$ cat src/hw/rtl/ehw_pkg.sv
// Shared types and codes for the EBML element header walker.
// Used by ehw_walker and by the ebml_element_header_walker_core top level.
`timescale 1ns / 1ps

package ehw_pkg;

  // Result status codes.
  localparam logic [1:0] STATUS_HEADER    = 2'd0;
  localparam logic [1:0] STATUS_MALFORMED = 2'd1;
  localparam logic [1:0] STATUS_TRUNCATED = 2'd2;

  // One result beat.
  typedef struct packed {
    logic [31:0] element_id;
    logic [2:0]  id_length;
    logic [31:0] data_offset;
    logic [31:0] element_size;
    logic        size_was_unknown;
    logic [1:0]  status;
  } ehw_result_t;

endpackage

$ cat src/hw/rtl/ehw_walker.sv
// Walk state and the per-byte header parsing step of the EBML header walker.
// Depends on ehw_pkg for the result type and status codes.
`timescale 1ns / 1ps

module ehw_walker (
  input  logic                clk_i,
  input  logic                rst_ni,
  input  logic                fire_i,
  input  logic [7:0]          data_byte_i,
  input  logic                region_start_i,
  input  logic [31:0]         region_length_i,
  input  logic [31:0]         region_base_i,
  output logic                emit_o,
  output ehw_pkg::ehw_result_t result_o
);

  // Parse phases.
  localparam logic [2:0] PH_ID_FIRST = 3'd0;
  localparam logic [2:0] PH_ID_REST  = 3'd1;
  localparam logic [2:0] PH_SZ_FIRST = 3'd2;
  localparam logic [2:0] PH_SZ_REST  = 3'd3;
  localparam logic [2:0] PH_SKIP     = 3'd4;

  // Raw 8-byte size vint that means an unknown size.
  localparam logic [56:0] UNKNOWN_RAW = 57'h1FF_FFFF_FFFF_FFFF;

  // Total vint length given by the leading one of the first byte.
  function automatic logic [3:0] marker_length(input logic [7:0] first);
    logic [3:0] len;
    len = 4'd9;
    for (int i = 0; i < 8; i++) begin
      if (first[i]) begin
        len = 4'(8 - i);
      end
    end
    return len;
  endfunction

  // Data bits of a size vint of the given length.
  function automatic logic [56:0] vint_mask(input logic [3:0] len);
    logic [56:0] m;
    case (len)
      4'd1:    m = 57'h7F;
      4'd2:    m = 57'h3FFF;
      4'd3:    m = 57'h1F_FFFF;
      4'd4:    m = 57'hFFF_FFFF;
      4'd5:    m = 57'h7_FFFF_FFFF;
      4'd6:    m = 57'h3FF_FFFF_FFFF;
      4'd7:    m = 57'h1_FFFF_FFFF_FFFF;
      4'd8:    m = 57'hFF_FFFF_FFFF_FFFF;
      default: m = '0;
    endcase
    return m;
  endfunction

  logic [31:0] pos_q, pos_d;
  logic [2:0]  phase_q, phase_d;
  logic [31:0] id_acc_q, id_acc_d;
  logic [2:0]  id_exp_q, id_exp_d;
  logic [2:0]  id_seen_q, id_seen_d;
  logic [56:0] size_acc_q, size_acc_d;
  logic [3:0]  size_exp_q, size_exp_d;
  logic [3:0]  size_seen_q, size_seen_d;
  logic [31:0] skip_q, skip_d;
  logic        stopped_q, stopped_d;

  // Walk state as seen by this byte, after a region start clears it.
  logic [31:0] cur_pos;
  logic [2:0]  cur_phase;
  logic        cur_stopped;

  assign cur_pos     = region_start_i ? '0 : pos_q;
  assign cur_phase   = region_start_i ? PH_ID_FIRST : phase_q;
  assign cur_stopped = region_start_i ? 1'b0 : stopped_q;

  logic [31:0] pos_next;
  logic        last_byte;
  logic [31:0] remaining;
  logic [3:0]  mlen;
  logic [2:0]  id_seen_inc;
  logic [3:0]  size_seen_inc;
  logic [56:0] size_shifted;
  logic [56:0] hdr_acc;
  logic [3:0]  hdr_len;
  logic [56:0] hdr_value;
  logic        hdr_unknown;
  logic [31:0] hdr_size;
  logic        do_header;
  logic        do_trunc_check;
  logic        do_error;
  logic [1:0]  err_code;
  logic        emit;

  assign pos_next      = cur_pos + 32'd1;
  assign last_byte     = (pos_next >= region_length_i);
  assign remaining     = region_length_i - pos_next;
  assign mlen          = marker_length(data_byte_i);
  assign id_seen_inc   = id_seen_q + 3'd1;
  assign size_seen_inc = size_seen_q + 4'd1;
  assign size_shifted  = {size_acc_q[48:0], data_byte_i};

  // One step of the walk for the byte at the current position.
  always_comb begin
    pos_d          = cur_pos;
    phase_d        = cur_phase;
    id_acc_d       = id_acc_q;
    id_exp_d       = id_exp_q;
    id_seen_d      = id_seen_q;
    size_acc_d     = size_acc_q;
    size_exp_d     = size_exp_q;
    size_seen_d    = size_seen_q;
    skip_d         = skip_q;
    stopped_d      = cur_stopped;
    do_header      = 1'b0;
    do_trunc_check = 1'b0;
    do_error       = 1'b0;
    err_code       = ehw_pkg::STATUS_MALFORMED;

    if (!cur_stopped) begin
      if (cur_pos >= region_length_i) begin
        stopped_d = 1'b1;
      end else begin
        case (cur_phase)
          PH_ID_FIRST: begin
            if (last_byte) begin
              // Fewer than two bytes left: stop without a result.
              stopped_d = 1'b1;
            end else if (data_byte_i == 8'd0 || mlen > 4'd4) begin
              do_error = 1'b1;
            end else begin
              id_acc_d       = {24'd0, data_byte_i};
              id_exp_d       = mlen[2:0];
              id_seen_d      = 3'd1;
              phase_d        = (mlen == 4'd1) ? PH_SZ_FIRST : PH_ID_REST;
              do_trunc_check = 1'b1;
            end
          end
          PH_ID_REST: begin
            id_acc_d       = {id_acc_q[23:0], data_byte_i};
            id_seen_d      = id_seen_inc;
            do_trunc_check = 1'b1;
            if (id_seen_inc >= id_exp_q) begin
              phase_d = PH_SZ_FIRST;
            end
          end
          PH_SZ_FIRST: begin
            if (data_byte_i == 8'd0) begin
              do_error = 1'b1;
            end else begin
              size_acc_d  = {49'd0, data_byte_i};
              size_exp_d  = mlen;
              size_seen_d = 4'd1;
              if (mlen == 4'd1) begin
                do_header = 1'b1;
              end else begin
                phase_d        = PH_SZ_REST;
                do_trunc_check = 1'b1;
              end
            end
          end
          PH_SZ_REST: begin
            size_acc_d  = size_shifted;
            size_seen_d = size_seen_inc;
            if (size_seen_inc >= size_exp_q) begin
              do_header = 1'b1;
            end else begin
              do_trunc_check = 1'b1;
            end
          end
          PH_SKIP: begin
            if (skip_q != 32'd0) begin
              skip_d = skip_q - 32'd1;
            end
            if (skip_q <= 32'd1) begin
              phase_d = PH_ID_FIRST;
            end
            pos_d = pos_next;
          end
          default: begin
            phase_d   = PH_ID_FIRST;
            stopped_d = 1'b1;
          end
        endcase

        // An incomplete header needs one more region byte.
        if (do_trunc_check) begin
          if (last_byte) begin
            do_error = 1'b1;
            err_code = ehw_pkg::STATUS_TRUNCATED;
          end else begin
            pos_d = pos_next;
          end
        end
      end
    end

    if (do_error) begin
      stopped_d = 1'b1;
    end
    if (do_header) begin
      skip_d  = hdr_size;
      phase_d = (hdr_size != 32'd0) ? PH_SKIP : PH_ID_FIRST;
      pos_d   = pos_next;
    end
  end

  // Size decode: unknown-size substitution and clamping to the region.
  // A header completes only in the two size phases, so the size vint is
  // either this byte alone or the held bytes with this one shifted in.
  assign hdr_acc     = (cur_phase == PH_SZ_FIRST) ? {49'd0, data_byte_i} : size_shifted;
  assign hdr_len     = (cur_phase == PH_SZ_FIRST) ? mlen : size_exp_q;
  assign hdr_value   = hdr_acc & vint_mask(hdr_len);
  assign hdr_unknown = (hdr_len == 4'd8) && (hdr_acc == UNKNOWN_RAW);
  always_comb begin
    if (hdr_unknown || hdr_value[56:32] != 25'd0 || hdr_value[31:0] > remaining) begin
      hdr_size = remaining;
    end else begin
      hdr_size = hdr_value[31:0];
    end
  end

  // Result beat; error results carry only the status.
  assign emit = do_header || do_error;
  always_comb begin
    result_o = '0;
    if (do_error) begin
      result_o.status = err_code;
    end else begin
      result_o.element_id       = id_acc_q;
      result_o.id_length        = id_exp_q;
      result_o.data_offset      = region_base_i + pos_next;
      result_o.element_size     = hdr_size;
      result_o.size_was_unknown = hdr_unknown;
      result_o.status           = ehw_pkg::STATUS_HEADER;
    end
  end
  assign emit_o = emit;

  // Walk state registers, updated once per consumed byte.
  always_ff @(posedge clk_i or negedge rst_ni) begin
    if (!rst_ni) begin
      pos_q       <= '0;
      phase_q     <= PH_ID_FIRST;
      id_acc_q    <= '0;
      id_exp_q    <= '0;
      id_seen_q   <= '0;
      size_acc_q  <= '0;
      size_exp_q  <= '0;
      size_seen_q <= '0;
      skip_q      <= '0;
      stopped_q   <= 1'b0;
    end else if (fire_i) begin
      pos_q       <= pos_d;
      phase_q     <= phase_d;
      id_acc_q    <= id_acc_d;
      id_exp_q    <= id_exp_d;
      id_seen_q   <= id_seen_d;
      size_acc_q  <= size_acc_d;
      size_exp_q  <= size_exp_d;
      size_seen_q <= size_seen_d;
      skip_q      <= skip_d;
      stopped_q   <= stopped_d;
    end
  end

`ifndef SYNTH
  // A stopped walk stays silent until the next region start.
  assert property (@(posedge clk_i) disable iff (!rst_ni)
    stopped_q && !region_start_i |-> !emit_o)
    else $error("walker emitted a result after the walk stopped");

  // A reported size never reaches past the end of the region.
  assert property (@(posedge clk_i) disable iff (!rst_ni)
    emit_o && result_o.status == ehw_pkg::STATUS_HEADER |->
      result_o.element_size <= remaining)
    else $error("element size exceeds the bytes left in the region");

  // Every error result stops the walk.
  assert property (@(posedge clk_i) disable iff (!rst_ni)
    fire_i && emit_o && result_o.status != ehw_pkg::STATUS_HEADER |=> stopped_q)
    else $error("walk continued after an error result");
`endif

endmodule

$ cat src/hw/rtl/ebml_element_header_walker_core.sv
// EBML element header walker: a byte stream in, one beat per element header out.
// Top level; instantiates ehw_walker and uses ehw_pkg.
`timescale 1ns / 1ps

// The block takes one byte of an EBML master region per input beat and walks
// the region's direct children, emitting one result beat per child header
// (raw ID, ID length, absolute payload offset, clamped payload size) and
// skipping each payload. A malformed or cut-off header gives one error beat
// and stops the walk until a beat with region_start set. Set region_length
// and region_base through the write port while the block is idle. Throughput
// is one byte per clock cycle: each byte passes an input register, one step
// of the walk logic and, if it completes a header, a result register that
// offers the result beat. Input stalls only when a byte that produces a
// result meets a result register that still holds an untaken beat.
module ebml_element_header_walker_core (
  input  logic        clk_i,
  input  logic        rst_ni,
  // Configuration writes
  input  logic        cfg_we_i,
  input  logic        cfg_idx_i,
  input  logic [31:0] cfg_wdata_i,
  // Byte input channel
  input  logic        in_valid_i,
  output logic        in_ready_o,
  input  logic [7:0]  data_byte_i,
  input  logic        region_start_i,
  // Result channel
  output logic        out_valid_o,
  input  logic        out_ready_i,
  output logic [31:0] element_id_o,
  output logic [2:0]  id_length_o,
  output logic [31:0] data_offset_o,
  output logic [31:0] element_size_o,
  output logic        size_was_unknown_o,
  output logic [1:0]  status_o
);

  // Register indexes on the configuration port.
  localparam logic CFG_REGION_LENGTH = 1'b0;
  localparam logic CFG_REGION_BASE   = 1'b1;

  logic [31:0] region_length_q;
  logic [31:0] region_base_q;

  logic        in_valid_q;
  logic [7:0]  data_q;
  logic        start_q;

  logic        out_valid_q;
  ehw_pkg::ehw_result_t out_res_q;

  logic        emit;
  ehw_pkg::ehw_result_t step_res;
  logic        advance;
  logic        in_accept;

  // Configuration registers.
  always_ff @(posedge clk_i or negedge rst_ni) begin
    if (!rst_ni) begin
      region_length_q <= '0;
      region_base_q   <= '0;
    end else if (cfg_we_i) begin
      case (cfg_idx_i)
        CFG_REGION_LENGTH: region_length_q <= cfg_wdata_i;
        CFG_REGION_BASE:   region_base_q   <= cfg_wdata_i;
        default:           region_length_q <= region_length_q;
      endcase
    end
  end

  // The held byte moves on unless it makes a result and the result
  // register is still occupied.
  assign advance    = in_valid_q && (!emit || !out_valid_q || out_ready_i);
  assign in_ready_o = !in_valid_q || advance;
  assign in_accept  = in_valid_i && in_ready_o;

  // Input register.
  always_ff @(posedge clk_i or negedge rst_ni) begin
    if (!rst_ni) begin
      in_valid_q <= 1'b0;
    end else if (in_accept) begin
      in_valid_q <= 1'b1;
    end else if (advance) begin
      in_valid_q <= 1'b0;
    end
  end

  always_ff @(posedge clk_i) begin
    if (in_accept) begin
      data_q  <= data_byte_i;
      start_q <= region_start_i;
    end
  end

  ehw_walker u_walker (
    .clk_i          (clk_i),
    .rst_ni         (rst_ni),
    .fire_i         (advance),
    .data_byte_i    (data_q),
    .region_start_i (start_q),
    .region_length_i(region_length_q),
    .region_base_i  (region_base_q),
    .emit_o         (emit),
    .result_o       (step_res)
  );

  // Result register.
  always_ff @(posedge clk_i or negedge rst_ni) begin
    if (!rst_ni) begin
      out_valid_q <= 1'b0;
    end else if (advance && emit) begin
      out_valid_q <= 1'b1;
    end else if (out_ready_i) begin
      out_valid_q <= 1'b0;
    end
  end

  always_ff @(posedge clk_i) begin
    if (advance && emit) begin
      out_res_q <= step_res;
    end
  end

  assign out_valid_o        = out_valid_q;
  assign element_id_o       = out_res_q.element_id;
  assign id_length_o        = out_res_q.id_length;
  assign data_offset_o      = out_res_q.data_offset;
  assign element_size_o     = out_res_q.element_size;
  assign size_was_unknown_o = out_res_q.size_was_unknown;
  assign status_o           = out_res_q.status;

`ifndef SYNTH
  // A waiting result beat is never overwritten by a new one.
  assert property (@(posedge clk_i) disable iff (!rst_ni)
    out_valid_q && !out_ready_i |-> !(advance && emit))
    else $error("result register overwritten while its beat was waiting");

  // Error beats carry nothing but their status.
  assert property (@(posedge clk_i) disable iff (!rst_ni)
    out_valid_o && status_o != ehw_pkg::STATUS_HEADER |->
      element_id_o == 32'd0 && id_length_o == 3'd0 && element_size_o == 32'd0)
    else $error("error result carries nonzero fields");

  // A header beat has an ID of one to four bytes.
  assert property (@(posedge clk_i) disable iff (!rst_ni)
    out_valid_o && status_o == ehw_pkg::STATUS_HEADER |->
      id_length_o >= 3'd1 && id_length_o <= 3'd4)
    else $error("header result with an invalid ID length");
`endif

endmodule

$ cat config.mk
export PLATFORM = sky130hd
export DESIGN_NAME = ebml_element_header_walker_core
export DESIGN_NICKNAME = d
export VERILOG_FILES = /design/src/hw/rtl/ehw_pkg.sv /design/src/hw/rtl/ehw_walker.sv /design/src/hw/rtl/ebml_element_header_walker_core.sv
export SDC_FILE = /design/constraint.sdc
export NUM_CORES = 1
export LEC_CHECK = 0
export BUFFER_PORTS_ARGS = -buffer_cell sky130_fd_sc_hd__buf_2
export CORE_UTILIZATION = 46
export DETAILED_ROUTE_END_ITERATION = 6
export PLACE_DENSITY = 0.7
export SKIP_LAST_GASP = 1
export SLEW_MARGIN = 0
export SYNTH_ARGS = -nofsm -noshare
export SYNTH_HDL_FRONTEND = slang
export SYNTH_SLANG_ARGS = --single-unit
$ cat constraint.sdc
create_clock -name clk_i -period 11.9 [get_ports clk_i]
set_input_delay 2.38 -clock clk_i [delete_from_list [all_inputs] [get_ports clk_i]]
set_output_delay 2.38 -clock clk_i [all_outputs]
set_load 0.01 [all_outputs]
Word level (Yosys, flattened, before mapping)
Memory sizes are Yosys's and may differ from the RTL's.
Cells that the tools add are included.
- $add $sub $neg: 6
- reduce and logical (&&, ||, !) cells: 34
- eq/ne operators: 12
- magnitude comparators: 7
- bitwise operators: 9
- multiplexer cells: 82
- operators by type and width (cell ; number):
    2-to-1 mux 32 bit ; 15
    one-hot mux 49 bit (2 select lines) ; 1
    >= comparator 32 bit ; 2
    one-hot mux 32 bit (2 select lines) ; 1
    nonzero test 32 bit ; 2
    bitwise AND 57 bit ; 1
    == test 57 bit (second input constant) ; 1
    2-to-1 mux 57 bit ; 1
    2-to-1 mux 49 bit ; 1
    2-to-1 mux 3 bit ; 13
    2-to-1 mux 4 bit ; 9
    adder 32 x 1 -> 32 bit (second input constant) ; 1
    adder 32 bit ; 1
    greater-than comparator 32 bit ; 1
    <= comparator 32 x 1 -> 1 bit (second input constant) ; 1
    2-to-1 mux 1 bit ; 32
    subtractor 32 x 1 -> 32 bit (second input constant) ; 1
    subtractor 32 bit ; 1
    nonzero test 25 bit ; 1
    one-hot mux 3 bit (5 select lines) ; 1
    AND reduction 5 bit ; 3
    AND reduction 6 bit ; 2
    nonzero test 2 bit ; 6
    zero test 8 bit ; 1
    24 further kinds ; 51
- register bits after elaboration: 340
- memories: 1
- ROM bits: 896
- bits of input ports: 47
- word-level logic and storage cells: 174
- output and inout port bits: 104
- memories (name ; depth ; width ; rd ports ; clocked after memory_dff ; write ports ; line ; text):
    (name not given) ; 16 ; 56 ; 1 ; 0 ; 0 ; ehw_walker.sv:42 ; case (len)

Longest topological paths before layout
- depth after elaboration: 26
- gate-level depth with buffers: 41
- gate-level depth less buffers: 34

By module
A second synthesis with hierarchy kept.
- cells, all modules: 2358
- area, all modules: 21633.2 sq um
- by module, submodules not included (module ; sequential area each (sq um) ; area an instance (sq um) ; instances ; cells each):
    ehw_walker ; 4078.9 ; 15773.9 ; 1 ; 2100
    ebml_element_header_walker_core ; 4984.8 ; 5859.4 ; 1 ; 258

Least setup slack after synthesis
OpenSTA, ideal clock, no wires.
- path kind: flip-flop to flip-flop
- start point: register start_q
- end point: register out_res_q (netlist bit data_offset_o[0]) (enable)
- required time: 11.336 ns
- buffers on the path: 9
- library setup time: 0.564 ns
- arrival: 10.107 ns
- cell stages (with the launch flop): 27
- clock period less this slack: 10.670 ns
- path slack: 1.230 ns
- cell sequence: edfxtp_1 > buf_2 > clkbuf_1 > clkbuf_1 > buf_1 > buf_1 > clkbuf_1 > nor2b_1 > ha_1 > and4_1 > nand4_1 > nor3_2 > and3_1 > nand3_1 > xor2_1 > ha_1 > clkbuf_1 > nand3_1 > or3_1 > or4_1 > nor3_2 > or2_1 > buf_4 > mux2i_4 > o31ai_4 > buf_2 > nor2_1
- cells in the longest elaborated chain, start to end: 16
- elaborated cells on any way between the ends: 29
- those cells by class: add/sub: 1; order compare: 2; eq/ne: 3; mux: 16; reduce/logical: 7
- ends and longest elaborated chain (element ; line ; text):
    start, declared ; ebml_element_header_walker_core.sv:47 ; logic start_q;
    start signal, assigned ; ebml_element_header_walker_core.sv:91 ; start_q <= region_start_i;
    2-to-1 mux 32 bit ; ehw_walker.sv:72 ; assign cur_pos = region_start_i ? '0 : pos_q;
    adder 32 x 1 -> 32 bit ; ehw_walker.sv:94 ; assign pos_next = cur_pos + 32'd1;
    >= comparator 32 bit ; ehw_walker.sv:95 ; assign last_byte = (pos_next >= region_length_i);
    2-to-1 mux 1 bit ; ehw_walker.sv:125 ; if (last_byte) begin
    one-hot mux 1 bit (4 select lines) ; ehw_walker.sv:123 ; case (cur_phase)
    2-to-1 mux 1 bit ; ehw_walker.sv:120 ; if (cur_pos >= region_length_i) begin
    2-to-1 mux 1 bit ; ehw_walker.sv:119 ; if (!cur_stopped) begin
    2-to-1 mux 1 bit ; ehw_walker.sv:186 ; if (do_trunc_check) begin
    2-to-1 mux 1 bit ; ehw_walker.sv:120 ;
    2-to-1 mux 1 bit ; ehw_walker.sv:119 ;
    logical OR 1 bit (*) ; ehw_walker.sv:223 ; assign emit = do_header || do_error;
    zero test 1 bit ; ebml_element_header_walker_core.sv:73 ; assign advance = in_valid_q && (!emit || !out_valid_q || out_ready_i);
    logical OR 1 bit (2 in a row) ; ebml_element_header_walker_core.sv:73 ;
    logical AND 1 bit ; ebml_element_header_walker_core.sv:73 ;
    logical AND 1 bit (*) ; ebml_element_header_walker_core.sv:119 ; if (advance && emit) begin
    end signal, assigned ; ebml_element_header_walker_core.sv:120 ; out_res_q <= step_res;
    end, declared ; ebml_element_header_walker_core.sv:50 ; ehw_pkg::ehw_result_t out_res_q;
Every way passes the cells marked *; elsewhere a longest branch is shown, timed or not. The select of a mux whose other input is x is not followed.
A chain may end at the register's enable or synchronous reset.

Final worst setup path
- start point: register start_q
- end point: output port in_ready_o
- cells in the longest elaborated chain, start to end: 16
- elaborated cells on any way between the ends: 29
- those cells by class: add/sub: 1; order compare: 2; eq/ne: 3; mux: 16; reduce/logical: 7
- ends and longest elaborated chain (element ; line ; text):
    2-to-1 mux 32 bit ; ehw_walker.sv:72 ;
    adder 32 x 1 -> 32 bit ; ehw_walker.sv:94 ;
    >= comparator 32 bit ; ehw_walker.sv:95 ;
    2-to-1 mux 1 bit ; ehw_walker.sv:125 ;
    one-hot mux 1 bit (4 select lines) ; ehw_walker.sv:123 ;
    2-to-1 mux 1 bit ; ehw_walker.sv:120 ;
    2-to-1 mux 1 bit ; ehw_walker.sv:119 ;
    2-to-1 mux 1 bit ; ehw_walker.sv:186 ;
    2-to-1 mux 1 bit ; ehw_walker.sv:120 ;
    2-to-1 mux 1 bit ; ehw_walker.sv:119 ;
    logical OR 1 bit (*) ; ehw_walker.sv:223 ;
    zero test 1 bit (*) ; ebml_element_header_walker_core.sv:73 ;
    logical OR 1 bit (*) (2 in a row) ; ebml_element_header_walker_core.sv:73 ;
    logical AND 1 bit (*) ; ebml_element_header_walker_core.sv:73 ;
    logical OR 1 bit (*) ; ebml_element_header_walker_core.sv:74 ; assign in_ready_o = !in_valid_q || advance;
    end, declared ; ebml_element_header_walker_core.sv:24 ; output logic in_ready_o,
Marked as above.

==> flow_metrics.env <==
export IMPL_areaGrowthSynthToFinish_pct=12.08
export IMPL_yosysSeqAreaShare_pct=43.34
export IMPL_start_util_pct=46.99
export IMPL_ios=151
export IMPL_overflow=0
export IMPL_synthTopCellsByArea="dfrtp_1 27%, edfxtp_1 16%, ha_1 7.0%, nand2_1 5.2%, o21ai_0 5.0%"
export IMPL_vias=17270
export IMPL_synth_common_cells="288 x nand2_1, 229 x dfrtp_1, 210 x o21ai_0, 165 x nor2_1, 117 x ha_1"
export IMPL_leakagePower_nw=10.25
export IMPL_crit_top_cell="a21o_1"
export IMPL_first_pass_iters=6
export IMPL_finalWorstSetupSlack_ns=2.699
export IMPL_yosys_area_top_type="dfrtp_1"
export IMPL_port_buffers=150
export IMPL_drcViolationCount=0
export IMPL_holdBufCountCts=0
export IMPL_dp_slack_ns=3.276
export IMPL_wirelength_microns=57950
export IMPL_status="finished, final reports clean"
export IMPL_insertion_delay_ns=0.57
export IMPL_crit_chain="buf_4 > nor2b_1 > ha_1 > and4_1 > nand4_1 > nor3_2 > and3_1 > nand3_1 > xor2_1 > ha_1 > a21o_1 > a21oi_1 > nor2_1 > nor2_1 > o21ai_0 > a21o_1 > a21o_1 > a211oi_1 > or2_1 > mux2i_4 > nor3_1 > nand2_1 > buf_2"
export IMPL_synth_top_cell_area_share_pct=27.40
export IMPL_synth_edf_count=111
export IMPL_cts_sinks=340
export IMPL_grt_usage_pct=25.00
export IMPL_finalCriticalPeriod_ns=9.201
export IMPL_die_area_sq_um=46320
export IMPL_start_kind="flip-flop"
export IMPL_post_route_period_util_pct=77.32
export IMPL_drtAntennaViolNets=0
export IMPL_skew_ns=0.01787
export IMPL_syn_instance_count=2238
export IMPL_slew_limit_headroom_pct=22.14
export IMPL_cts_resized=0
export IMPL_core_area_sq_um=44510
export IMPL_synth_top_flop_cell="dfrtp_1"
export IMPL_wl_per_cell_microns=19.53
export IMPL_fill_cells=4052
export IMPL_root_buffer="clkbuf_16"
export IMPL_slowest_stage="a211oi_1"
export IMPL_required_ns=9.52
export IMPL_grt_pass1_vias=16520
export IMPL_cp_max_fo=34
export IMPL_hpwlAfterDp_microns=42650
export IMPL_hold_class="flip-flop to flip-flop"
export IMPL_path_clk_slew_ns=0.07
export IMPL_utilization_pct=52.66
export IMPL_die_x_microns=215.2
export IMPL_grt_pass1_wl_microns=91890
export IMPL_tightest_slew_ns=1.168
export IMPL_crit_type="flip-flop to output port"
export IMPL_rows=77
export IMPL_drtIter0Drc=1654
export IMPL_cp_data_arrival_time_ns=6.82
export IMPL_numCtsBuffers=39
export IMPL_vias_per_cell=5.820
export IMPL_setup_viol=0
export IMPL_synth_area_sq_um=20920
export IMPL_hold_viol=0
export IMPL_synth_cell_types=89
export IMPL_place_congestion=0.9532
export IMPL_fmax_mhz=108.7
export IMPL_cts_buffer_depth=3
export IMPL_worst_path_buf_inv=2
export IMPL_rsz0062_at_grt="no"
export IMPL_cellPowerDensity_nw_per_um2=174.8
export IMPL_layout_drive_gt1_share_pct=13.31
export IMPL_fin_setup_tns_ns=0
export IMPL_avgSynthCellArea_sq_um=9.345
export IMPL_synth_most_common_cell="nand2_1"
export IMPL_synth_async_reset_ratio_pct=67.35
export IMPL_maxSlewViolCount=0
export IMPL_grt_max_degree=103
export IMPL_cts_htree_levels=2
export IMPL_synth_seq_cells=340
export IMPL_grt_antenna_before_repair=1
export IMPL_syn_nets=2404
export IMPL_cts_tree="done"
export IMPL_cp_top_family="simple AND/OR/NAND/NOR gates"
export IMPL_yosys_warnings=0
export IMPL_maxCapViolCount=0
export IMPL_post_cts_buffers=0
export IMPL_endpoint_kind="output port"
export IMPL_die_h_microns=215.2
export IMPL_slowest_delay_ns=0.70
export IMPL_peakVddDrop_mv=0.09716
export IMPL_fin_nets=2510
## where the power goes
part / switching, mW / total, mW / internal, mW / leakage [nW]
clock: 0.511 / 1.22 / 0.707 / 0.623
combinational: 0.804 / 1.28 / 0.479 / 5.59
sequential: 0.163 / 1.60 / 1.44 / 4.03
## metal layers
metal | GRT usage [%] | up-vias | part of all wire (%) | wire length [microns]
met1 | 35.53 | 8359 | 46 | 26530
met5 | 0 | - | 0 | 0
met2 | 38.46 | 590 | 45 | 26070
met4 | 8.369 | 0 | 2.9 | 1703
met3 | 4.402 | 93 | 6.3 | 3652
li1 | - | 8231 | - | -
## logic make-up after synthesis
group | share of synthesized area, %
adders and majority gates | 7.861
muxes | 3.141
buffers and inverters | 3.972
xor gates and xnor gates | 5.504
and+or+nand+nor | 20.11
AOI/OAI and AO/OA | 16.08
DFF | 43.34
## flip-flops by register name, indices dropped and copies added, names as in the netlist, 8 cells and up
register and cells:
data_q 8, u_walker.skip_q 32, element_id_o 32, u_walker.size_acc_q 49
u_walker.id_acc_q 32, region_base_q 32, element_size_o 32, region_length_q 32
u_walker.pos_q 32, data_offset_o 32
## final cells by class
cell class | instances | area [sq um] | area share [%]
diodes | 1 | 2.502 | 0.01068
multi-input cells | 1690 | 11050 | 47.15
clock inverters | 25 | 271.5 | 1.158
inverters | 104 | 390.4 | 1.665
well taps | 592 | 740.7 | 3.160
flip-flops and latches | 340 | 9064 | 38.67
repair buffers | 169 | 903.4 | 3.854
clock buffers | 47 | 1016 | 4.334
## layout by cell type (no fill, tap or decap), types with 39 or more instances in the layout
cell	instances
inv_1	102
clkbuf_16	39
mux2_2	43
nor3_1	44
ha_1	117
xor2_1	50
nand2_1	288
buf_2	149
edfxtp_1	111
a21oi_1	110
o21ai_0	209
nor2b_1	81
dfrtp_1	229
xnor2_1	61
nor2_1	162
## metrics by stage
stage                     hold WS [ns]  cells  power [mW]  instance area, sq um
after floorplan                 0.4422   2238       2.467                 20920
after global placement          0.4577   2895       2.842                 22150
after detailed placement        0.4632   2895       2.876                 22150
after CTS                       0.4828   2967       4.111                 23440
after global routing            0.5057   2968       4.327                 23440
final                           0.4821   2968       4.098                 23440
## worst min-delay path, cell delays in order, from the launching register on
cell and delay (ns):
dfrtp_1 0.34, nand2_1 0.04, o21ai_0 0.07
## path summary, 6_finish.rpt
check / slack, ns / depth (start not counted) / start / endpoint
setup / recovery: 2.70 / 23 / start_q / in_ready_o
hold / removal: 0.48 / 2 / u_walker.pos_q[25] / u_walker.pos_q[25]
setup reg to reg: 3.14 / 30 / start_q / u_walker.phase_q[2]
hold reg to reg: 0.48 / 2 / u_walker.pos_q[25] / u_walker.pos_q[25]
max in group asynchronous: 8.60 / 2 / rst_ni / in_valid_q
min in group asynchronous: 1.83 / 1 / rst_ni / region_base_q[2]
Note: power is estimated with default switching activity, not from simulation.
